`src/hw/rtl/fmprc_ram.sv`:
```
// ----------------------------------------------------------------------------
// fmprc_ram: generic memory
// one write port, one read port with registered read data
// ----------------------------------------------------------------------------
module fmprc_ram #(
	parameter int W  = 8,
	parameter int D  = 16,
	parameter int AW = (D > 1) ? $clog2(D) : 1
) (
	input  logic          clk,
	input  logic          we,
	input  logic [AW-1:0] waddr,
	input  logic [W-1:0]  wdata,
	input  logic [AW-1:0] raddr,
	output logic [W-1:0]  rdata
);

	logic [W-1:0] mem_q [D];
	logic [W-1:0] rdata_q;

	always_ff @(posedge clk) begin
		if (we) begin
			mem_q[waddr] <= wdata;
		end
		rdata_q <= mem_q[raddr];
	end

	assign rdata = rdata_q;

endmodule

```
`config.mk`:
```
export PLATFORM = sky130hd
export DESIGN_NAME = fmprc_ram
export DESIGN_NICKNAME = d
export VERILOG_FILES = /design/src/hw/rtl/fmprc_ram.sv
export SDC_FILE = /design/constraint.sdc
export NUM_CORES = 1
export LEC_CHECK = 0
export ABC_CLOCK_PERIOD_IN_PS = 1600
export BUFFER_PORTS_ARGS = -buffer_cell sky130_fd_sc_hd__buf_2
export CORE_MARGIN = 2
export CORE_UTILIZATION = 45
export CTS_BUF_LIST = sky130_fd_sc_hd__clkbuf_8
export CTS_CLUSTER_SIZE = 30
export DETAILED_ROUTE_END_ITERATION = 10
export HOLD_SLACK_MARGIN = 0.12
export PLACE_DENSITY = 0.73
export SYNTH_ARGS = -nofsm -noshare
export SYNTH_HDL_FRONTEND = slang
export SYNTH_SLANG_ARGS = --single-unit
export TNS_END_PERCENT = 10
```
`constraint.sdc`:
```
create_clock -name clk -period 1.6 [get_ports clk]
set_input_delay 0.16 -clock clk [delete_from_list [all_inputs] [get_ports clk]]
set_output_delay 0.16 -clock clk [all_outputs]
set_load 0.03 [all_outputs]
```
# After elaboration in Yosys (flattened, before gate mapping)
# Memory sizes are Yosys's and may differ from the RTL's. A register that Yosys moved wholly into a read port is not among the register bits.
# Index checks and enable logic that the tools add are counted.
dict set report word_totals {
  reg_bits 0
  mem_bits_rw 128
  in_bits 18
  out_inout_bits 8
  wordCells 3
  n_memories 1
}
# memory words word_bits read_ports rd_clocked_by_memory_dff write_ports line
set memory_table {}
lappend memory_table {mem_q 16 8 1 1 1 18} ;# logic [W-1:0] mem_q [D];
dict set report classes {
  muxes 2
}
# operator n
set op_table {}
lappend op_table {{$mux W1} 2}

# Longest topological paths before layout
# Gate-level depths: netlist of the first run.
dict set report logic_depth {
  depth_word 2
  mapped_depth 5
  ltp_nobuf 3
}

# Least setup slack after synthesis of the first run
# OpenSTA, ideal clock, no wires.
dict set report synth_timing {
  path_kind {input to register}
  from {input port waddr[2]}
  to {memory mem_q[0][0], enable pin}
  arrival_ns 1.270
  t_required_ns 1.217
  slack_ns -0.053
  stages 2
  path_buffers 0
  path_cell_list {or3b_2 -> nor3_1}
}
# item line
set synth_lines {}
lappend synth_lines {{start: declaration} 12} ;# input logic [AW-1:0] waddr,
lappend synth_lines {{end: declaration} 18}
# No word-level cell before the write port.

==> reports/metrics.cfg, run 1 <==
[clock_network]
cts.sinks=136
path_clk_slew_ns=0.09
cts_buffer_depth=2
cts_resized=0
cts_tree=built
clk_latency_ns=0.42
cts_buffers=17
htreeDepth=4
cts-root-buf=clkbuf_8

[floorplanning]
dieArea_mm2=0.0123
die_x_um=111
initial_utilization=0.457
die_h_um=111
placementRows=39
io_pins=26
coreArea_mm2=0.0113

[synthesis]
ys_seq_area_frac=0.778
synth_compound_area_frac=0.0233
synth_flop_cell=edfxtp_1
syn_nets=247
synth-async-reset-ratio=0
synth_edf_count=128
synth.cell_area_mm2=0.00515
yosys.area.top_type_share=0.747
yosysMostFrequentCell=edfxtp_1
ys_seq_elements=136
synth_fa_ha_area_frac=0
synthTopCellsByArea=edfxtp_1, mux4_2, mux4_1
synth.top_cells.by_count=edfxtp_1, mux4_2, a22oi_1
synthMuxAreaShare=0.150
synth-simple-area-share=0.0318
synth_top_family_by_area=multiplexers
netlist_instances=229
synth.distinct_cells=19
synth_area_per_cell_um2=22.5
yosysWarnings=0
synthXorXnorAreaFrac=0
synth_largest_area_cell=edfxtp_1

[worst_setup_path]
critPathMaxFanout=1
critPathCaptureType=register
criticalPathCategory=register to register
crit_arrival_ns=1.68
cp-start-kind=register
cp.required_ns=1.91

[global_route]
grt.total_usage=0.166
grt_pass1_wl_um=15000
met1_usage=0.225
antenna_found_initial=0
busiest_layer=met2
use_met3=0.0421
grt_pass1_vias=2606
grt_max_degree=25
met2_usage=0.272
overflow=0

[sta]
fin_crit_sh=0.854
fmax_mhz=732
setup_viol=0
slew_headroom=0.689
maxSlewViolCount=0
clock_skew_ns=0.0115
setup-tns-final_ns=0
tightest_slew_ns=0.466
hold_viol_final=0
rsz0062_at_grt=no
period_minus_slack_ns=1.37

[routing]
drtIter0Drc=235
drc=0
post_drt_via_cell_ratio=5.45
wl_per_cell_um=21.4
antenna_left=0
finalWirelength_um=9710
num_vias=2467
first_pass_iters=4

[finish]
diodes=0
final_layout_size_suffix_gt1_frac=0.329
syn_to_final_growth_pct=18.5
nNetsFinal=315
design_area_mm2=0.00610
n_fill_cell=825

[flow_run]
drv_cap=0

[place]
port_buffers=25
hpwl_um=6380
place_area_mm2=0.00560
gp_congestion=0.751

[power]
power.density_mw_per_mm2=1210
ir_drop_uv=558
leakagePower_nw=2.09

[hold_path]
min-delay-path-class=input pin to register

[outcome]
status=complete, no violations

==> cell families (layout without fill, tap and decap cells) <==
| group | after synthesis | in the layout |
|---|---|---|
| buffers and inverters | 10 | 91 |
| AOI/OAI and AO/OA | 16 | 16 |
| and+or+nand+nor | 35 | 35 |
| DFF | 136 | 136 |
| muxes | 32 | 32 |
==> layout by cell type (no fill, tap or decap) <==
cell type,netlist,routed
edfxtp_1,128,128
buf_2,3,25
buf_4,1,23
mux4_2,18,18
clkbuf_8,0,18
a22oi_1,16,16
mux4_1,14,14
nor2_1,13,13
nand2_1,9,9
dlygate4sd3_1,0,8
dfxtp_1,8,8
nor3_1,4,3
bufinv_16,0,3
clkinv_4,0,3
inv_6,0,3
buf_12,0,3
nand3b_1,2,2
nand2b_1,2,2
clkinvlp_4,0,2
clkinv_2,0,2
nor2b_1,1,1
and2_1,1,1
and2b_1,1,1
nand3_1,1,1
or3b_2,1,1
nor3_2,0,1
clkinv_1,0,1
==> worst max-delay path, cell delays in order (launching register included) <==
cell	delay [ns]
edfxtp_1	0.38
mux4_1	0.56
a22oi_1	0.22
nand2_1	0.10
==> per-layer routing <==
metal | routed length [um] | vias up
met4 | 51 | 0
met5 | 0 | -
met3 | 605 | 5
li1 | - | 1109
met1 | 4240 | 1263
met2 | 4820 | 90
==> cell type report <==
class | count | area (um^2) | share of cell area
tap | 143 | 179 | 0.0293
clock inverter | 14 | 171 | 0.0281
multi-input combinational | 83 | 1060 | 0.174
timing repair buffer | 59 | 438 | 0.0718
clock buffer | 18 | 248 | 0.0406
sequential | 136 | 4000 | 0.656
==> power by group <==
| part | leakage (nW) | total, mW | switching (mW) | internal, mW |
|---|---|---|---|---|
| clock network | 0.207 | 2.91 | 1.32 | 1.59 |
| registers | 1.22 | 4.00 | 0.0252 | 3.98 |
| logic | 0.654 | 0.442 | 0.255 | 0.188 |
| total | 2.09 | 7.35 | 1.60 | 5.76 |
==> registers in the layout, summed over array words and instances (netlist names) <==
name and flops:
rdata 8, mem_q 128
==> path summary, 6_finish.rpt <==
kind	from	to	slack, ns	cells after the start
worst max register to register	mem_q[5][2]	rdata[2]	0.23	3
worst max-delay path	mem_q[5][2]	rdata[2]	0.23	3
worst min-delay path	raddr[2]	rdata[7]	0.27	4
worst min register to register	mem_q[15][3]	rdata[3]	0.68	3
==> stage by stage <==
stage           util  setup WS, ns  total power, mW  instances  hold WS [ns]
2_1_floorplan      -         0.174             4.32        229         0.259
3_3_place_gp   0.497     0.0000213             4.50        413         0.542
3_5_place_dp   0.497       -0.0105             4.52        413         0.558
4_1_cts        0.541         0.225             7.40        453         0.263
5_1_grt        0.541         0.174             7.59        453         0.272
6_report       0.541         0.234             7.35        453         0.274
==> repair_timing <==
action / 4_1_cts / 5_1_grt
hold buffers: 8 / 0
endpoints found under the hold margin: 110 / 0
setup buffers: 0 / 0
Note: power is estimated with default switching activity, not from simulation.
==> run 2, diff against run 1 <==
--- a/config.mk
+++ b/config.mk
@@ -13,7 +13,6 @@
 export CTS_CLUSTER_SIZE = 30
 export DETAILED_ROUTE_END_ITERATION = 10
 export HOLD_SLACK_MARGIN = 0.12
-export PLACE_DENSITY = 0.73
 export SYNTH_ARGS = -nofsm -noshare
 export SYNTH_HDL_FRONTEND = slang
 export SYNTH_SLANG_ARGS = --single-unit
==> run 2 against run 1 <==
  * Global-route usage grew 0.62 points
  * Die area is the same
  * Total power grew 2.8%
  * First-iteration DRC count shrank 30%
  * Non-clock buffer count shrank 9
  * Largest cell class unchanged
  * Sequential power is essentially flat
  * Highest routed layer unchanged
  * Critical endpoint is now rdata[4]
==> reports/metrics.cfg, run 2 (synthesized netlist as in run 1, its figures left out) <==
[finish]
top_register=mem_q
fin_cells=444
fin_util=0.538
diodes=0
final_layout_size_suffix_gt1_frac=0.326
mostFrequentLayoutCell=edfxtp_1
syn_to_final_growth_pct=17.9
mostFrequentLayoutCells=edfxtp_1, buf_2, mux4_2, clkbuf_8, buf_4
largest_reg_flops=128
design_area_mm2=0.00607
nNetsFinal=306

[floorplanning]
initial_utilization=0.457
die_h_um=111
io_pins=26
placementRows=39
coreArea_mm2=0.0113
die_x_um=111
dieArea_mm2=0.0123

[place]
pre_cts_slack_ns=-0.0487
port_buffers=25
hpwl_um=6350
dp_cells=409
gp_congestion=0.718
place_area_mm2=0.00559

[routing]
drtIter0Drc=164
antenna_left=0
num_vias=2402
post_drt_via_cell_ratio=5.41
wl_per_cell_um=21.9
first_pass_iters=4
drc=0
finalWirelength_um=9710

[clock_network]
htreeDepth=4
cts_resized=0
clk_latency_ns=0.41
cts-root-buf=clkbuf_8
cts_buffers=17
cts.sinks=136
path_clk_slew_ns=0.08
cts_tree=built
cts_buffer_depth=2

[power]
leakagePower_nw=2.06
power_mw=7.56
ir_drop_uv=495
power.density_mw_per_mm2=1250

[outcome]
status=complete, no violations

[sta]
setup_viol=0
setup-tns-final_ns=0
slew_headroom=0.498
tightest_slew_ns=0.751
maxSlewViolCount=0
holdWs_ns=0.133
setup_slack_ns=0.258
hold_viol_final=0
clock_skew_ns=0.00807
fmax_mhz=745
fin_crit_sh=0.839
rsz0062_at_grt=no
period_minus_slack_ns=1.34

[worst_setup_path]
r2r_cells=3
setup.worst_path.end=rdata[4]
crit_arrival_ns=1.64
cp-startpoint=mem_q[3][4]
cp.required_ns=1.90
rr_endpoint=rdata[4]
max_stage_delay_ns=0.47
crit_family=multiplexers
critPathMaxFanout=1
worstPathCellList=mux4_2 > a22oi_1 > nand2_1
r2r_start=mem_q[3][4]
path_buf_inv=0
r2r_slack_ns=0.26
criticalPathCategory=register to register
crit_slowest_cell=mux4_2
worst-path-stages=3
critPathCaptureType=register
cp-start-kind=register

[global_route]
overflow=0
grt_max_degree=27
grt_pass1_wl_um=15300
antenna_found_initial=0
grt_pass1_vias=2555
grt.total_usage=0.172

[flow_run]
drv_cap=0

[hold_path]
min-delay-start=wdata[3]
min-delay-path-class=input pin to register

## run 2: cell count changes in the layout (fill, tap and decap cells not counted), sizes merged
cell and delta:
dlygate4sd3 -5, bufinv +2, buf -4, clkinvlp +2
inv -3, clkinv -1
## run 2: area by class of cell
cell class	instances	area (um^2)
timing repair buffer	50	370
sequential	136	4000
clock buffer	18	248
tap	143	179
clock inverter	14	204
multi-input combinational	83	1060
fill	854	5200
## run 2: timing repair
| action | in CTS | in global routing |
|---|---|---|
| hold buffers | 2 | 1 |
| endpoints found under the setup margin | 0 | 0 |
| hold endpoints to repair | 28 | 5 |
| setup buffers | 0 | 0 |
## run 2: worst min-delay path by stage
stage          depth (start not counted)  slack (ns)      endpoint
6_report                               1        0.13   mem_q[4][3]
5_1_grt                                1        0.12   mem_q[4][7]
4_1_cts                                1        0.12   mem_q[2][4]
3_5_place_dp                           1        0.56  mem_q[14][5]
3_3_place_gp                           1        0.55  mem_q[14][5]
2_1_floorplan                          0        0.26   mem_q[0][0]
## run 2: per-layer routing
layer | vias to the layer above | wire length, um | track usage
met1 | 1241 | 4200 | 0.238
met4 | 0 | 129 | 0.0550
met3 | 7 | 378 | 0.0459
met2 | 66 | 4990 | 0.270
li1 | 1088 | - | -
met5 | - | 0 | 0
## run 2: where the power goes
group	total, mW	internal (mW)	switching (mW)
sequential	4.00	3.98	0.0252
clock	3.13	1.88	1.25
combinational	0.424	0.177	0.248
total	7.56	6.03	1.53
==> run 3, diff against run 2 <==
--- a/config.mk
+++ b/config.mk
@@ -5,7 +5,8 @@
 export SDC_FILE = /design/constraint.sdc
 export NUM_CORES = 1
 export LEC_CHECK = 0
-export ABC_CLOCK_PERIOD_IN_PS = 1600
+export ABC_AREA = 1
+export ABC_CLOCK_PERIOD_IN_PS = 1200
 export BUFFER_PORTS_ARGS = -buffer_cell sky130_fd_sc_hd__buf_2
 export CORE_MARGIN = 2
 export CORE_UTILIZATION = 45
==> constraint.sdc (replaced) <==
create_clock -name clk -period 1.2 [get_ports clk]
set_input_delay 0.12 -clock clk [delete_from_list [all_inputs] [get_ports clk]]
set_output_delay 0.12 -clock clk [all_outputs]
set_load 0.03 [all_outputs]
==> run 3 against run 2 <==
  * Clock skew rose by 0.0025 ns
  * Highest routed layer unchanged
  * Critical endpoint is now rdata[2]
  * Setup slack got worse by 0.16 ns
  * Sequential share of layout area is 6.1 points lower
  * Largest power group unchanged
==> reports/metrics.cfg, run 3 <==
[clock_network]
cts_buffer_depth=2
cts_resized=0
cts.sinks=136
htreeDepth=4
path_clk_slew_ns=0.08
cts-root-buf=clkbuf_8
cts_buffers=17
cts_tree=built
clk_latency_ns=0.44

[power]
p_int_mw=7.30
p_comb_frac=0.078
pwr-share-clk=0.358
switchingPower_mw=2.17
power.density_mw_per_mm2=1420
swShare=0.229
leakagePower_nw=2.94
p_seq_frac=0.564
ir_drop_uv=924

[place]
gp_congestion=0.825
hpwl_um=8220
port_buffers=25

[global_route]
grt_pass1_wl_um=19800
grt_pass1_vias=3728
grt.total_usage=0.201
antenna_found_initial=0
grt_max_degree=51
overflow=0

[synthesis]
synthTopCellsByArea=edfxtp_1, nand2_1, nand3_1
syn_nets=569
synth.top_cells.by_count=nand2_1, edfxtp_1, inv_1
synth.distinct_cells=12
yosysWarnings=0
synth_edf_count=128
yosys.area.top_type_share=0.667
ys_seq_elements=136
yosysMostFrequentCell=nand2_1
synth-async-reset-ratio=0
synth.cell_area_mm2=0.00577
synth_area_per_cell_um2=10.5
ys_seq_area_frac=0.694
synth_flop_cell=edfxtp_1
synth_largest_area_cell=edfxtp_1
netlist_instances=551

[sta]
maxSlewViolCount=0
tightest_slew_ns=0.396
hold_viol_final=0
holdWs_ns=0.143
clock_skew_ns=0.0105
fin_crit_sh=0.914
rsz0062_at_grt=no
fmax_mhz=912
slew_headroom=0.736
period_minus_slack_ns=1.10
setup_viol=0
setup-tns-final_ns=0

[floorplanning]
io_pins=26
dieArea_mm2=0.0137
die_h_um=117
die_x_um=117
coreArea_mm2=0.0126
initial_utilization=0.459
placementRows=41

[finish]
diodes=0
top_register=mem_q
nNetsFinal=631
mostFrequentLayoutCells=nand2_1, edfxtp_1, inv_1, nand3_1, buf_4
mostFrequentLayoutCell=nand2_1
syn_to_final_growth_pct=15.9
final_layout_size_suffix_gt1_frac=0.144
largest_reg_flops=128

[worst_setup_path]
crit_slowest_cell=dfxtp_1
cp-start-kind=register
crit_family=flip-flops
max_stage_delay_ns=0.34
crit_arrival_ns=0.98
path_buf_inv=1
critPathMaxFanout=1
critPathCaptureType=output port
worstPathCellList=buf_2
criticalPathCategory=register to output port
cp.required_ns=1.08

[routing]
wl_per_cell_um=15.6
finalWirelength_um=12500
num_vias=3844
drtIter0Drc=370
post_drt_via_cell_ratio=4.82
drc=0
first_pass_iters=5
antenna_left=0

[hold_path]
min-delay-path-class=input pin to register

[flow_run]
drv_cap=0

[outcome]
status=complete, no violations

==> run 3: metrics by stage <==
| stage | cell area, um^2 | util | setup WS, ns | cells | power (mW) |
|---|---|---|---|---|---|
| after floorplan | 5770 | - | 0.129 | 551 | 5.87 |
| after global placement | 6250 | 0.497 | 0.0432 | 758 | 6.16 |
| after detailed placement | 6250 | 0.497 | 0.0298 | 758 | 6.17 |
| after CTS | 6690 | 0.532 | 0.0810 | 798 | 9.55 |
| after global routing | 6690 | 0.532 | 0.0625 | 798 | 9.85 |
| final | 6690 | 0.532 | 0.103 | 798 | 9.47 |
==> run 3: final cells by class <==
type	instances	area (um^2)
Clock buffer	20	275
Clock inverter	12	83.8
Timing Repair Buffer	67	510
Multi-Input combinational cell	289	1210
Inverter	102	383
Tap cell	172	215
Sequential cell	136	4000
Fill cell	1119	5880
==> run 3: worst paths after layout <==
check | end | depth (start not counted) | slack [ns] | startpoint
setup / recovery | rdata[2] | 1 | 0.10 | rdata[2]
hold / removal | mem_q[9][2] | 1 | 0.14 | wdata[2]
setup reg to reg | rdata[7] | 6 | 0.22 | mem_q[4][7]
hold reg to reg | rdata[2] | 6 | 0.68 | mem_q[14][2]
==> run 3: cells by family after synthesis <==
kind of cell           Yosys count  share of synthesized area
buffers and inverters          126                     0.0952
DFF                            136                      0.694
and+or+nand+nor                289                      0.210
==> run 3: power by group through the flow <==
stage | Sequential, mW | Combinational (mW) | Clock [mW]
after floorplan | 5.50 | 0.375 | 0
after global placement | 5.44 | 0.722 | 0
after detailed placement | 5.44 | 0.729 | 0
after CTS | 5.34 | 0.751 | 3.46
after global routing | 5.34 | 0.832 | 3.67
final | 5.34 | 0.743 | 3.39
==> run 3: what timing repair did <==
action,CTS,global route
setup buffers,0,0
setup endpoints to repair,0,0
hold buffers,8,0
endpoints found under the hold margin,115,0
==> run 3: per-layer routing <==
| metal | vias to the layer above | routed length [um] | track usage |
|---|---|---|---|
| li1 | 1890 | - | - |
| met1 | 1855 | 5680 | 0.267 |
| met2 | 84 | 6010 | 0.320 |
| met3 | 15 | 501 | 0.0427 |
| met4 | 0 | 260 | 0.0855 |
| met5 | - | 0 | 0 |
