**config.mk**
```make
export PLATFORM = sky130hd
export DESIGN_NAME = fmprc_match
export DESIGN_NICKNAME = d
export VERILOG_FILES = /design/src/hw/rtl/fmprc_pkg.sv /design/src/hw/rtl/fmprc_match.sv
export SDC_FILE = /design/constraint.sdc
export NUM_CORES = 1
export LEC_CHECK = 0
export BUFFER_PORTS_ARGS = -buffer_cell sky130_fd_sc_hd__buf_2
export CAP_MARGIN = 25
export CORE_AREA = 4 4 463 465
export DETAILED_ROUTE_END_ITERATION = 8
export DIE_AREA = 0 0 467 469
export GPL_TIMING_DRIVEN = 0
export PLACE_DENSITY = 0.3
export REMOVE_ABC_BUFFERS = 1
export SYNTH_ARGS = -nofsm -noshare
export SYNTH_HDL_FRONTEND = slang
export SYNTH_SLANG_ARGS = --single-unit
export TNS_END_PERCENT = 20
```
**constraint.sdc**
```tcl
create_clock -name vclk -period 2.86
set_clock_uncertainty 0.1 [all_clocks]
set_input_delay 0.143 -clock vclk [all_inputs]
set_output_delay 0.143 -clock vclk [all_outputs]
set_load 0.05 [all_outputs]
```
**src/hw/rtl/fmprc_pkg.sv**
```systemverilog
// ----------------------------------------------------------------------------
// fmprc_pkg: shared types and constants
// request codes, protocol classes, sequencer states and the packet and rule records
// ----------------------------------------------------------------------------
package fmprc_pkg;

	typedef enum logic [1:0] {
		REQ_RECV  = 2'd0,
		REQ_SENT  = 2'd1,
		REQ_WRITE = 2'd2,
		REQ_READ  = 2'd3
	} req_t;

	// word numbers inside one rule
	localparam logic [3:0] WORD_CTL   = 4'd0;
	localparam logic [3:0] WORD_MAC0  = 4'd1;
	localparam logic [3:0] WORD_IP0   = 4'd5;
	localparam logic [3:0] WORD_PORTS = 4'd13;

	// ethertypes as network values
	localparam logic [15:0] ETH_IPV4 = 16'h0800;
	localparam logic [15:0] ETH_ARP  = 16'h0806;
	localparam logic [15:0] ETH_IPV6 = 16'h86DD;

	localparam logic [7:0] PROTO_ICMP = 8'd1;
	localparam logic [7:0] PROTO_TCP  = 8'd6;
	localparam logic [7:0] PROTO_UDP  = 8'd17;
	localparam logic [7:0] PROTO_ESP  = 8'd50;
	localparam logic [7:0] PROTO_AH   = 8'd51;

	// protocol class codes
	localparam int unsigned NUM_CLASS = 9;
	localparam logic [4:0] PC_ANY   = 5'd0;
	localparam logic [4:0] PC_IPV4  = 5'd1;
	localparam logic [4:0] PC_IPV6  = 5'd2;
	localparam logic [4:0] PC_ICMP  = 5'd3;
	localparam logic [4:0] PC_IPSEC = 5'd4;
	localparam logic [4:0] PC_TCP   = 5'd5;
	localparam logic [4:0] PC_UDP   = 5'd6;
	localparam logic [4:0] PC_L2TP  = 5'd7;
	localparam logic [4:0] PC_ARP   = 5'd8;

	localparam logic [1:0] VER_V4 = 2'd1;
	localparam logic [1:0] VER_V6 = 2'd2;

	typedef struct packed {
		logic [1:0]  req_type;
		logic [47:0] src_mac;
		logic [47:0] dst_mac;
		logic [15:0] eth_type;
		logic [7:0]  ip_proto;
		logic [63:0] src_ip_high;
		logic [63:0] src_ip_low;
		logic [63:0] dst_ip_high;
		logic [63:0] dst_ip_low;
		logic [31:0] port_pair;
	} pkt_t;

	// ip words: 0 src hi, 1 src lo, 2 src mask hi, 3 src mask lo, 4..7 same for dst
	typedef struct packed {
		logic [12:0]      ctl;
		logic [3:0][47:0] mac;
		logic [7:0][63:0] ip;
		logic [63:0]      ports;
	} rule_t;

	typedef enum logic [4:0] {
		ST_IDLE = 5'b00001,
		ST_SCAN = 5'b00010,
		ST_HIT  = 5'b00100,
		ST_RDW  = 5'b01000,
		ST_OUT  = 5'b10000
	} state_t;

endpackage

```
**src/hw/rtl/fmprc_match.sv**
```systemverilog
// ----------------------------------------------------------------------------
// fmprc_match: rule compare unit
// decides whether one rule record matches the held packet
// ----------------------------------------------------------------------------
module fmprc_match (
	input  fmprc_pkg::pkt_t  pkt,
	input  fmprc_pkg::rule_t rule,
	output logic             match
);

	logic [fmprc_pkg::NUM_CLASS-1:0] pcb;
	logic [fmprc_pkg::NUM_CLASS-1:0] verb;
	logic [4:0]  pc;
	logic [1:0]  dir;
	logic [1:0]  ver;
	logic        v6;
	logic        src_ok;
	logic        dst_ok;
	logic        ports_ok;
	logic [15:0] sp, dp;

	function automatic logic [fmprc_pkg::NUM_CLASS-1:0] cb(input logic [4:0] c);
		logic [fmprc_pkg::NUM_CLASS-1:0] b;
		b = '0;
		b[c[3:0]] = 1'b1;
		return b;
	endfunction

	always_comb begin
		pc  = rule.ctl[8:4];
		dir = rule.ctl[3:2];
		pcb = (pc < 5'(fmprc_pkg::NUM_CLASS)) ? cb(pc) : '0;
		v6  = (pkt.eth_type == fmprc_pkg::ETH_IPV6);
		ver = v6 ? fmprc_pkg::VER_V6 : fmprc_pkg::VER_V4;
		verb = v6 ? cb(fmprc_pkg::PC_IPV6) : cb(fmprc_pkg::PC_IPV4);

		if (v6) begin
			src_ok = ((rule.ip[2] & pkt.src_ip_high) == rule.ip[0]) &&
				((rule.ip[3] & pkt.src_ip_low) == rule.ip[1]);
			dst_ok = ((rule.ip[6] & pkt.dst_ip_high) == rule.ip[4]) &&
				((rule.ip[7] & pkt.dst_ip_low) == rule.ip[5]);
		end else begin
			src_ok = ((rule.ip[3][31:0] & pkt.src_ip_low[31:0]) == rule.ip[1][31:0]);
			dst_ok = ((rule.ip[7][31:0] & pkt.dst_ip_low[31:0]) == rule.ip[5][31:0]);
		end

		sp = pkt.port_pair[31:16];
		dp = pkt.port_pair[15:0];
		ports_ok = (sp >= rule.ports[63:48]) && (sp <= rule.ports[47:32]) &&
			(dp >= rule.ports[31:16]) && (dp <= rule.ports[15:0]);

		match = 1'b1;
		if (pkt.req_type == fmprc_pkg::REQ_RECV && !dir[0]) begin
			match = 1'b0;
		end else if (pkt.req_type == fmprc_pkg::REQ_SENT && !dir[1]) begin
			match = 1'b0;
		end else if ((rule.mac[1] & pkt.src_mac) != rule.mac[0]) begin
			match = 1'b0;
		end else if ((rule.mac[3] & pkt.dst_mac) != rule.mac[2]) begin
			match = 1'b0;
		end else if (pkt.eth_type == fmprc_pkg::ETH_ARP) begin
			match = |(pcb & (cb(fmprc_pkg::PC_ANY) | cb(fmprc_pkg::PC_ARP)));
		end else if (pkt.eth_type != fmprc_pkg::ETH_IPV4 && !v6) begin
			match = 1'b1;
		end else if (!(|(pcb & (cb(fmprc_pkg::PC_ANY) | verb | cb(fmprc_pkg::PC_ICMP) |
				cb(fmprc_pkg::PC_IPSEC) | cb(fmprc_pkg::PC_TCP) | cb(fmprc_pkg::PC_UDP) |
				cb(fmprc_pkg::PC_L2TP))))) begin
			match = 1'b0;
		end else if (rule.ctl[10:9] == ver && !src_ok) begin
			match = 1'b0;
		end else if (rule.ctl[12:11] == ver && !dst_ok) begin
			match = 1'b0;
		end else begin
			case (pkt.ip_proto) inside
				fmprc_pkg::PROTO_ICMP:
					match = |(pcb & (cb(fmprc_pkg::PC_ANY) | verb | cb(fmprc_pkg::PC_ICMP)));
				fmprc_pkg::PROTO_TCP:
					match = ports_ok &&
						|(pcb & (cb(fmprc_pkg::PC_ANY) | verb | cb(fmprc_pkg::PC_TCP)));
				fmprc_pkg::PROTO_UDP:
					match = ports_ok && |(pcb & (cb(fmprc_pkg::PC_ANY) | verb |
						cb(fmprc_pkg::PC_UDP) | cb(fmprc_pkg::PC_L2TP)));
				fmprc_pkg::PROTO_ESP, fmprc_pkg::PROTO_AH:
					match = |(pcb & (cb(fmprc_pkg::PC_ANY) | verb | cb(fmprc_pkg::PC_IPSEC)));
				default:
					match = 1'b1;
			endcase
		end
	end

endmodule

```
After elaboration in Yosys (flattened, before gate mapping)
Cells that the tools add are included.
{"block": "word_totals", "elab_cells": 85, "output_inout_bits": 1, "register_bits": 0, "input_bits": 1191}
{"block": "classes", "n_reduce_logical": 26, "n_lt_le_gt_ge": 7, "n_mux": 20, "bitwise": 13, "n_eq_ne": 19}
{"op": "bitwise AND 64 bit", "n": 4}
{"op": "== test 64 bit", "n": 4}
{"op": "bitwise AND 48 bit", "n": 2}
{"op": "!= test 48 bit", "n": 2}
{"op": "bitwise AND 32 bit", "n": 2}
{"op": "== test 32 bit", "n": 2}
{"op": "OR reduction 9 bit", "n": 5}
{"op": ">= comparator 16 bit", "n": 2}
{"op": "<= comparator 16 bit", "n": 2}
{"op": "bitwise AND 9 x 8 -> 9 bit", "n": 2}
{"op": "== test 16 x 12 -> 1 bit, second input constant", "n": 1}
{"op": "== test 16 bit, second input constant", "n": 1}
{"op": "== test 8 x 6 -> 1 bit, second input constant", "n": 2}
{"op": "two-way mux 1 bit", "n": 16}
{"op": "!= test 16 x 12 -> 1 bit, second input constant", "n": 1}
{"op": "logical AND 1 bit", "n": 13}
{"op": "bitwise AND 9 x 4 -> 9 bit", "n": 1}
{"op": "bitwise AND 9 x 5 -> 9 bit", "n": 1}
{"op": "bitwise AND 9 x 6 -> 9 bit", "n": 1}
{"op": "two-way mux 9 bit", "n": 1}
{"op": "== test 8 x 1 -> 1 bit, second input constant", "n": 1}
{"op": "== test 8 x 3 -> 1 bit, second input constant", "n": 1}
{"op": "== test 8 x 5 -> 1 bit, second input constant", "n": 1}
{"op": "logical NOT 1 bit", "n": 5}
{"op": "10 further kinds", "n": 12}

Longest topological paths before layout
Gate-level depths: netlist of run 1.
{"block": "logic_depth", "ltp_word": 20, "mapped_depth": 10, "ltp_nobuf": 10}

Worst setup path before layout of run 1
Ideal clock, no wire load.
{"block": "synth_path", "path_type": "input to output", "start": "input pkt[286] (netlist name)", "end": "output match", "path_buffers": 0, "t_arrival_ns": 3.056, "required_ns": 2.617, "path_slack_ns": -0.439, "path_stages": 8, "cell_sequence": "and3b_1 -> or4_1 -> or4_1 -> nor4_1 -> a41oi_1 -> o2111ai_1 -> o211ai_1 -> a2111oi_2"}
{"block": "synth_via", "elab_chain_len": 14}
{"item": "from (decl)", "line": "fmprc_match.sv:6", "text": "input fmprc_pkg::pkt_t pkt,"}
{"item": "bitwise AND 64 bit", "line": "fmprc_match.sv:38", "text": "src_ok = ((rule.ip[2] & pkt.src_ip_high) == rule.ip[0]) &&"}
{"item": "== test 64 bit", "line": "fmprc_match.sv:38"}
{"item": "logical AND 1 bit", "line": "fmprc_match.sv:38"}
{"item": "two-way mux 1 bit", "line": "fmprc_match.sv:37", "text": "if (v6) begin"}
{"item": "logical NOT 1 bit", "line": "fmprc_match.sv:69", "text": "end else if (rule.ctl[10:9] == ver && !src_ok) begin"}
{"item": "logical AND 1 bit", "line": "fmprc_match.sv:69"}
{"item": "two-way mux 1 bit", "line": "fmprc_match.sv:69"}
{"item": "two-way mux 1 bit", "line": "fmprc_match.sv:65", "text": "end else if (!(|(pcb & (cb(fmprc_pkg::PC_ANY) | verb | cb(fmprc_pkg::PC_ICMP) |"}
{"item": "two-way mux 1 bit", "line": "fmprc_match.sv:63", "text": "end else if (pkt.eth_type != fmprc_pkg::ETH_IPV4 && !v6) begin"}
{"item": "two-way mux 1 bit", "line": "fmprc_match.sv:61", "text": "end else if (pkt.eth_type == fmprc_pkg::ETH_ARP) begin"}
{"item": "two-way mux 1 bit", "line": "fmprc_match.sv:59", "text": "end else if ((rule.mac[3] & pkt.dst_mac) != rule.mac[2]) begin"}
{"item": "two-way mux 1 bit", "line": "fmprc_match.sv:57", "text": "end else if ((rule.mac[1] & pkt.src_mac) != rule.mac[0]) begin"}
{"item": "two-way mux 1 bit", "line": "fmprc_match.sv:55", "text": "end else if (pkt.req_type == fmprc_pkg::REQ_SENT && !dir[1]) begin"}
{"item": "two-way mux 1 bit", "line": "fmprc_match.sv:53", "text": "if (pkt.req_type == fmprc_pkg::REQ_RECV && !dir[0]) begin"}
{"item": "to (decl)", "line": "fmprc_match.sv:8", "text": "output logic match"}
No other way between the ends.

Worst setup path after layout of run 1
{"block": "layout_path", "start": "input pkt[87] (netlist name)", "end": "output match"}
{"block": "layout_via", "elab_chain_len": 15}
{"item": "bitwise AND 64 bit", "line": "fmprc_match.sv:41", "text": "((rule.ip[7] & pkt.dst_ip_low) == rule.ip[5]);"}
{"item": "== test 64 bit", "line": "fmprc_match.sv:41"}
{"item": "logical AND 1 bit", "line": "fmprc_match.sv:40", "text": "dst_ok = ((rule.ip[6] & pkt.dst_ip_high) == rule.ip[4]) &&"}
{"item": "two-way mux 1 bit", "line": "fmprc_match.sv:37"}
{"item": "logical NOT 1 bit", "line": "fmprc_match.sv:71", "text": "end else if (rule.ctl[12:11] == ver && !dst_ok) begin"}
{"item": "logical AND 1 bit", "line": "fmprc_match.sv:71"}
{"item": "two-way mux 1 bit", "line": "fmprc_match.sv:71"}
{"item": "two-way mux 1 bit", "line": "fmprc_match.sv:69"}
{"item": "two-way mux 1 bit", "line": "fmprc_match.sv:65"}
{"item": "two-way mux 1 bit", "line": "fmprc_match.sv:63"}
{"item": "two-way mux 1 bit", "line": "fmprc_match.sv:61"}
{"item": "two-way mux 1 bit", "line": "fmprc_match.sv:59"}
{"item": "two-way mux 1 bit", "line": "fmprc_match.sv:57"}
{"item": "two-way mux 1 bit", "line": "fmprc_match.sv:55"}
{"item": "two-way mux 1 bit", "line": "fmprc_match.sv:53"}
No other way between the ends.

==> results of run 1 <==
[worst paths after layout]
| check | startpoint | end | slack, ns | cells past startpoint |
|---|---|---|---|---|
| setup / recovery | pkt[87] | match | -0.69 | 11 |
| hold / removal | pkt[298] | match | 0.92 | 4 |
[synth_stat cells (all sizes together), types with 2 or more instances]
cell type / n
a2111oi: 5
o311ai: 3
nand4b: 2
o22a: 46
nor3: 4
nand3: 50
nor2b: 5
a21oi: 124
inv: 64
and3: 105
nand4: 64
o2111ai: 2
nand2b: 5
xor2: 84
ha: 64
o31ai: 2
a21o: 65
o21ai: 3
a22oi: 2
and3b: 53
nor4: 33
a31oi: 2
or4: 5
nand3b: 6
o22ai: 6
xnor2: 58
a211oi: 50
nand2: 158
nor2: 12
o211ai: 3
a21boi: 52
[timing repair]
item,in CTS,in global routing
setup endpoints to repair,1,1
pin swaps,16,3
gates resized for setup,46,7
[layout make-up]
type | instances | area (µm²) | share of cell area (%)
Antenna cell | 128 | 320 | 1.78
Tap cell | 2805 | 3510 | 19.5
Inverter | 64 | 240 | 1.34
Timing Repair Buffer | 1204 | 6140 | 34.2
Multi-Input combinational cell | 1086 | 7760 | 43.2
[stage by stage]
step	area, µm²	cells	total power, mW
after floorplan	7710	1150	0.676
after global placement	17200	5145	2.12
after detailed placement	17400	5159	2.16
after CTS	17600	5159	2.21
after global routing	17900	5241	2.38
final	18000	5287	2.17
[cell families after synthesis]
| family | Yosys count |
|---|---|
| compound gates | 375 |
| mux | 2 |
| buf+inv | 64 |
| xor+xnor | 142 |
| fa+ha+maj | 64 |
| simple gates | 503 |
[tightest hold or removal path: stages]
cell	delay, ns
sky130_fd_sc_hd__buf_2	0.14
sky130_fd_sc_hd__o31ai_1	0.29
sky130_fd_sc_hd__a2111oi_2	0.09
sky130_fd_sc_hd__buf_4	0.19
[metal layers]
| metal | up-vias | GRT usage (%) |
|---|---|---|
| met3 | 696 | 9.15 |
| met1 | 7083 | 16.9 |
| met4 | 236 | 3.26 |
| li1 | 6987 | - |
| met2 | 1531 | 28.4 |
| met5 | - | 0 |
[power groups by stage]
stage                     clock (mW)  combinational (mW)  sequential, mW
after floorplan                    0               0.676               0
after global placement             0                2.12               0
after detailed placement           0                2.16               0
after CTS                          0                2.21               0
after global routing      0.00000398                2.38               0
final                     0.00000608                2.17               0
==> summary.md, run 1 <==
The flow ran to the end, but the final reports show violations. The final reports fail on setup timing. Switching share of total power: 51.4%.

The run gives 100.0% as the share of total power in combinational logic. The top routing layer in use is met5. Detailed routing placed a total of 88.1 mm of wire on met2.

The top cell types in the final layout, fill and taps aside, are 1,183 x sky130_fd_sc_hd__buf_2, 155 x sky130_fd_sc_hd__nand2_1, 124 x sky130_fd_sc_hd__a21oi_1, 99 x sky130_fd_sc_hd__and3_1, 84 x sky130_fd_sc_hd__xor2_1. The kind of cell with the highest combined delay along the critical path is compound AO/OA/AOI/OAI gates. At the worst endpoint, the required time is 2.62 ns. In this design, the stage delay of the slowest critical-path cell is 0.54 ns. The layout cell share with drive strength beyond 1 works out to 53.2%.

The slowest stage of the critical path belongs to the cell sky130_fd_sc_hd__nand4_1. The die is 467 µm wide. In the routed design, unresolved DRC markers number 0.

The number of maximum-capacitance constraint violations was 0; the overall via count from detail_route was 16,500. The tools report the share of power burned in registers as 0%. After floorplanning, the core was divided into 168 placement rows. Cell internal power was estimated by the tool at 1.05 mW. Once detail routing completed, the nets flagged for antenna violations numbered 0. The synthesis warning total came out at 0. The proportion of synthesized area in mux cells works out to 0.276%. At the end of routability-driven placement, the weighted congestion stood at 0.905. The kind of end point of the critical path is an output pin.

From synthesis to final layout, the design area changed by 133%. Register cell area after layout: 0 µm². After the first detailed-routing iteration, the DRC count stood at 925. The worst path uses 124% of the clock period. The adder and majority gate portion of the synthesized area works out to 10.4%.

The xor and xnor fraction of the mapped netlist area was 16.1%; the number of top-level pins was 1,192. For this run, the top clock speed supported by timing is 281 MHz. Walking the worst path, the cells encountered are buf_2, nand3_1, a211oi_2, buf_6, nand4_1, nor4_2, a31oi_1, o2111ai_4, o211ai_1, a2111oi_2, buf_4. After synthesis, the largest area contributor takes up 10.4% of total cell area.

The starting density of the core is 3.68%. Each instance of the synthesized netlist takes up on average 6.71 µm². The logs give 0% for the share of the yosys chip area belonging to registers and 184 mm for the total half-perimeter wirelength after legalization and detailed placement.

The synthesized netlist contains 48 unique library cells. The run gives 0 as the count of hold buffers inserted by post-cts repair. The number of flip-flops and latches was 0.

The compound-cell area share of the yosys netlist is 33.6%, and the switching power of the nets is 1.11 mW. The tools report the number of filler instances in the final layout as 25,000. Hold timing on the final database bottoms out at a slack of 0.915 ns.

Power spread over the standard cell area amounts to 120 mW/mm². Layout net count: 3,611. The number of input and output port buffers inserted was 1,190.

Yosys attributes the largest share of cell area to sky130_fd_sc_hd__ha_1 10%, sky130_fd_sc_hd__xor2_1 9.5%, sky130_fd_sc_hd__a21oi_1 8.0%. Largest fanout on the critical path: 2. Leaving out fill and tap cells, the most frequent cell in the layout is sky130_fd_sc_hd__buf_2. For the worst setup path, the data arrival time is 3.31 ns.

The number of buffers and inverters on the critical path is 3. The tightest min-delay check is of the in -> out type. The utilization of the core after routing is 8.58%.

For this run the aggregate overflow at the end of global routing stands at 0. After detailed routing, the wire length on met1 is 63.9 mm. The core region is 0.210 mm².

The library cell occupying the most area in the post-synthesis netlist is sky130_fd_sc_hd__ha_1. In this run the post-CTS setup repair buffer count came out at 0. The clock buffer count in the final layout is 0, and the pre-CTS setup slack is -1.60 ns. For the number of max-slew violations in the final report, the log shows 0.

The type of origin of the critical path is a primary input. The number of failing hold endpoints at the final stage is 0, and the leakage power summed over all cells is 8.78 nW. Setup repair after global routing could not meet its margin everywhere. Across every metal layer, demand over resource in global routing totals 16.2%. Dividing the detail-routed via count by the number of cells gives 3.13. The run gives 1 as the final count of negative-setup-slack endpoints. The die outline height works out to 469 µm. Of the total synthesized cell area, the portion taken by AND, OR, NAND and NOR gates is 36.5%. The met3 wire length came out at 27.4 mm. For the pin with the worst max-slew slack, the measured transition is 1.04 ns. For the number of global-route vias before repair, the log shows 15,300.

Measured against its own limit, the worst slew margin works out to 30.2%. In this run the cell area of the synthesized design comes to 0.00771 mm². Entering global routing, the biggest net connects 8 pins.

Adding up every negative setup slack in the final design gives -0.694 ns. The wire length reported by the detailed router is 188 mm. By area, the combinational part of the netlist is dominated by simple AND/OR/NAND/NOR gates. IR analysis of the VDD net gives a maximum drop of 0.0000464 V.

In the final routed layout, each cell accounts on average for 35.5 µm. The shortest period the worst path allows was 3.55 ns. The classification of the worst setup path is in -> out. The initial antenna violation count was 457; the number of cells produced by synthesis was 1,150. The clock group share of total power was 0%. The logs give 0.219 mm² for the area enclosed by the die boundary and 5 for the number of search-and-repair iterations in the first detailed-routing pass. The worst setup margin came out at -0.694 ns.

The global-route wire length before repair was 216 mm.
(Power assumes the default switching activity.)
==> run 2, diff against run 1 <==
--- a/config.mk
+++ b/config.mk
@@ -7,9 +7,9 @@
 export LEC_CHECK = 0
 export BUFFER_PORTS_ARGS = -buffer_cell sky130_fd_sc_hd__buf_2
 export CAP_MARGIN = 25
-export CORE_AREA = 4 4 463 465
+export CORE_AREA = 4 4 462 464
 export DETAILED_ROUTE_END_ITERATION = 8
-export DIE_AREA = 0 0 467 469
+export DIE_AREA = 0 0 466 468
 export GPL_TIMING_DRIVEN = 0
 export PLACE_DENSITY = 0.3
 export REMOVE_ABC_BUFFERS = 1
==> constraint.sdc (replaced) <==
create_clock -name vclk -period 4.4
set_clock_uncertainty 0.1 [all_clocks]
set_input_delay 0.22 -clock vclk [all_inputs]
set_output_delay 0.22 -clock vclk [all_outputs]
set_load 0.05 [all_outputs]
==> summary.md, run 2 (synthesized netlist as in run 1, its figures left out) <==
The run gives 0 (unchanged) as the number of maximum-capacitance constraint violations. The average routed wire per standard cell is 34.9 µm (-1.7%). The weighted congestion reported at the end of routability-driven placement came out at 0.971 (+7.3%). The worst setup path is of the in -> out kind. The total half-perimeter wirelength after legalization and detailed placement was 181 mm (-1.3%); the final cycle utilization of the critical path was 92.8%.

The wire length reported by the detailed router is 185 mm (-1.6%), and the number of max-slew violations in the final report is 0 (unchanged). The tools report the utilization of the core after routing as 8.46% (-0.12 points). Setup repair after global routing left no endpoint under its margin. The number of filler instances in the final layout is 24,900 (-0.64%), and the number of setup buffers added after CTS is 0 (unchanged).

The synthesis-to-layout area growth works out to 129%. STA classifies the critical path startpoint as a primary input. Leaving out fill and tap cells, the most frequent cell in the layout is sky130_fd_sc_hd__buf_2. The worst hold path depth is 6 (+2).

The tools report the number of search-and-repair iterations in the first detailed-routing pass as 5 (unchanged). The signal on the critical path passes through buf_2, and3b_1, or4_1, or4_1, nor4_2, buf_4, a41oi_2, o2111ai_1, o211ai_1, a2111oi_2, buf_2. STA classifies the critical path endpoint as an output pin. The tightest min-delay check is of the in -> out type. The tools report the number of non-filler instances in the completed layout as 5,297 (+0.19%). For the starting density of the core, the log shows 3.69% (+0.0074 points).

Achievable clock frequency: 245 MHz. Register cell area after layout: 0 µm² (unchanged). The residual DRC count was 0 (unchanged). The tools report the arrival time of the worst setup path as 3.76 ns (+0.45 ns).

The logs give 0 (unchanged) for the clock buffer count in the final layout and 0.317 ns (+1.01 ns) for the worst setup margin. The required time at the worst-slack endpoint is 4.08 ns (+1.46 ns). The number of global-route vias before repair was 15,100 (-1.2%); the initial antenna violation count was 453 (-0.88%). The run finished with clean final reports.

The tools report the total negative setup slack as 0 ns (+0.694 ns). The maximum number of pins on one net before global-route repair was 8 (unchanged). The maximum resistive drop on vdd came out at 0.0000290 V (-38%). For the post-placement cell count, the log shows 5,160 (+0.019%). The final count of negative-setup-slack endpoints is 0 (-1). The path with the worst hold slack has its endpoint at match.

The layout cell share with drive strength beyond 1 came out at 52.3% (-0.87 points). Number of failing hold endpoints at the final stage: 0 (unchanged). The worst-path cell with the longest stage delay was sky130_fd_sc_hd__or4_1. The multi-input combinational cell area is 0.00754 mm² (-2.9%), and the maximum single-stage delay on the critical path is 0.54 ns (about the same). For the floorplan row count, the log shows 168 (unchanged).

The die width is 466 µm (-0.21%). The detailed router's first-iteration violation count was 974 (+5.3%). The run gives 1,192 (unchanged) as the number of top-level pins. The normalized max-slew margin was 38.5% (+8.3 points); the global route total overflow was 0 (unchanged). The overall via count from detail_route is 16,400 (-0.97%).

The all-layer global routing usage was 16.0% (-0.15 points). The number of input and output port buffers inserted works out to 1,190 (unchanged). The remaining number of nets flagged by the antenna check after routing came out at 0 (unchanged). Placeable core area: 0.209 mm² (-0.20%). In this run the most critical hold path is launched from rule[690]. The number of flip-flops and latches is 0 (unchanged), and the power per standard cell area is 77.3 mW/mm² (-36%). The die outline height is 468 µm (-0.21%). The largest fanout on the critical path works out to 2 (unchanged). The run gives 0.218 mm² (-0.43%) as the area enclosed by the die boundary. The worst-margin pin slew works out to 0.914 ns (-0.124 ns). The leakage power summed over all cells was 8.65 nW (-1.5%). The global-route wire length before repair was 214 mm (-0.93%); the layout net count was 3,612 (+0.028%).

The library cells used most frequently in the layout, excluding fill and tap cells, are 1,195 x sky130_fd_sc_hd__buf_2, 158 x sky130_fd_sc_hd__nand2_1, 124 x sky130_fd_sc_hd__a21oi_1, 99 x sky130_fd_sc_hd__and3_1, 84 x sky130_fd_sc_hd__xor2_1. The shortest period the worst path allows was 4.08 ns. The number of vias per cell after detailed routing works out to 3.09 (-1.2%).

The pre-CTS setup slack was -0.0910 ns (+1.51 ns).
[run 2: cell types whose count changed in the layout (fill, tap and decap cells not counted), sizes merged]
cell,delta
buf,+1
diode,+9
[run 2: how the worst max path moves through the flow]
stage                   start    end  slack (ns)  depth (start not counted)
global route        rule[126]  match        0.06                         11
floorplan            pkt[286]  match        0.95                          8
detailed placement  rule[126]  match       -0.09                         11
CTS                 rule[297]  match        0.09                         10
finish              rule[126]  match        0.32                         11
global placement      pkt[52]  match       -3.68                         10
[run 2: final cells by class]
| cell class | instances | share of cell area (%) |
|---|---|---|
| multi-input combinational | 1086 | 42.6 |
| timing repair buffer | 1205 | 34.3 |
| tap | 2805 | 19.8 |
| antenna | 137 | 1.94 |
| inverter | 64 | 1.36 |
[run 2: what timing repair did]
| action | in CTS | in global routing |
|---|---|---|
| hold buffers | 0 | 0 |
| endpoints found under the setup margin | 1 | 0 |
| resized for setup | 1 | 0 |
[run 2: power by group]
part | internal, mW | switching (mW) | leakage [nW]
logic | 0.667 | 0.701 | 8.65
clock network | 0.00000377 | 0 | 0.000867
registers | 0 | 0 | 0
total | 0.667 | 0.701 | 8.65
[run 2: layer usage]
metal	global-route usage [%]	share of wire [%]	up-vias
met5	0	0.73	-
met1	17.4	36	7043
met3	8.12	13	660
met2	28.3	47	1452
met4	2.51	3.2	204
li1	-	-	7014
[run 2: worst max-delay path: cells and delay by family]
kind,cells,cell delay (ns)
AO/OA/AOI/OAI,4,1.16
buffers and inverters,3,0.78
AND/OR/NAND/NOR,4,1.57
[run 2: through the flow]
| stage | cell area [µm²] | hold slack (ns) | total power, mW |
|---|---|---|---|
| after floorplan | 7710 | 0.656 | 0.439 |
| after global placement | 17200 | 1.16 | 1.37 |
| after detailed placement | 17300 | 1.14 | 1.40 |
| after CTS | 17400 | 1.15 | 1.40 |
| after global routing | 17500 | 1.18 | 1.51 |
| final | 17700 | 1.10 | 1.37 |
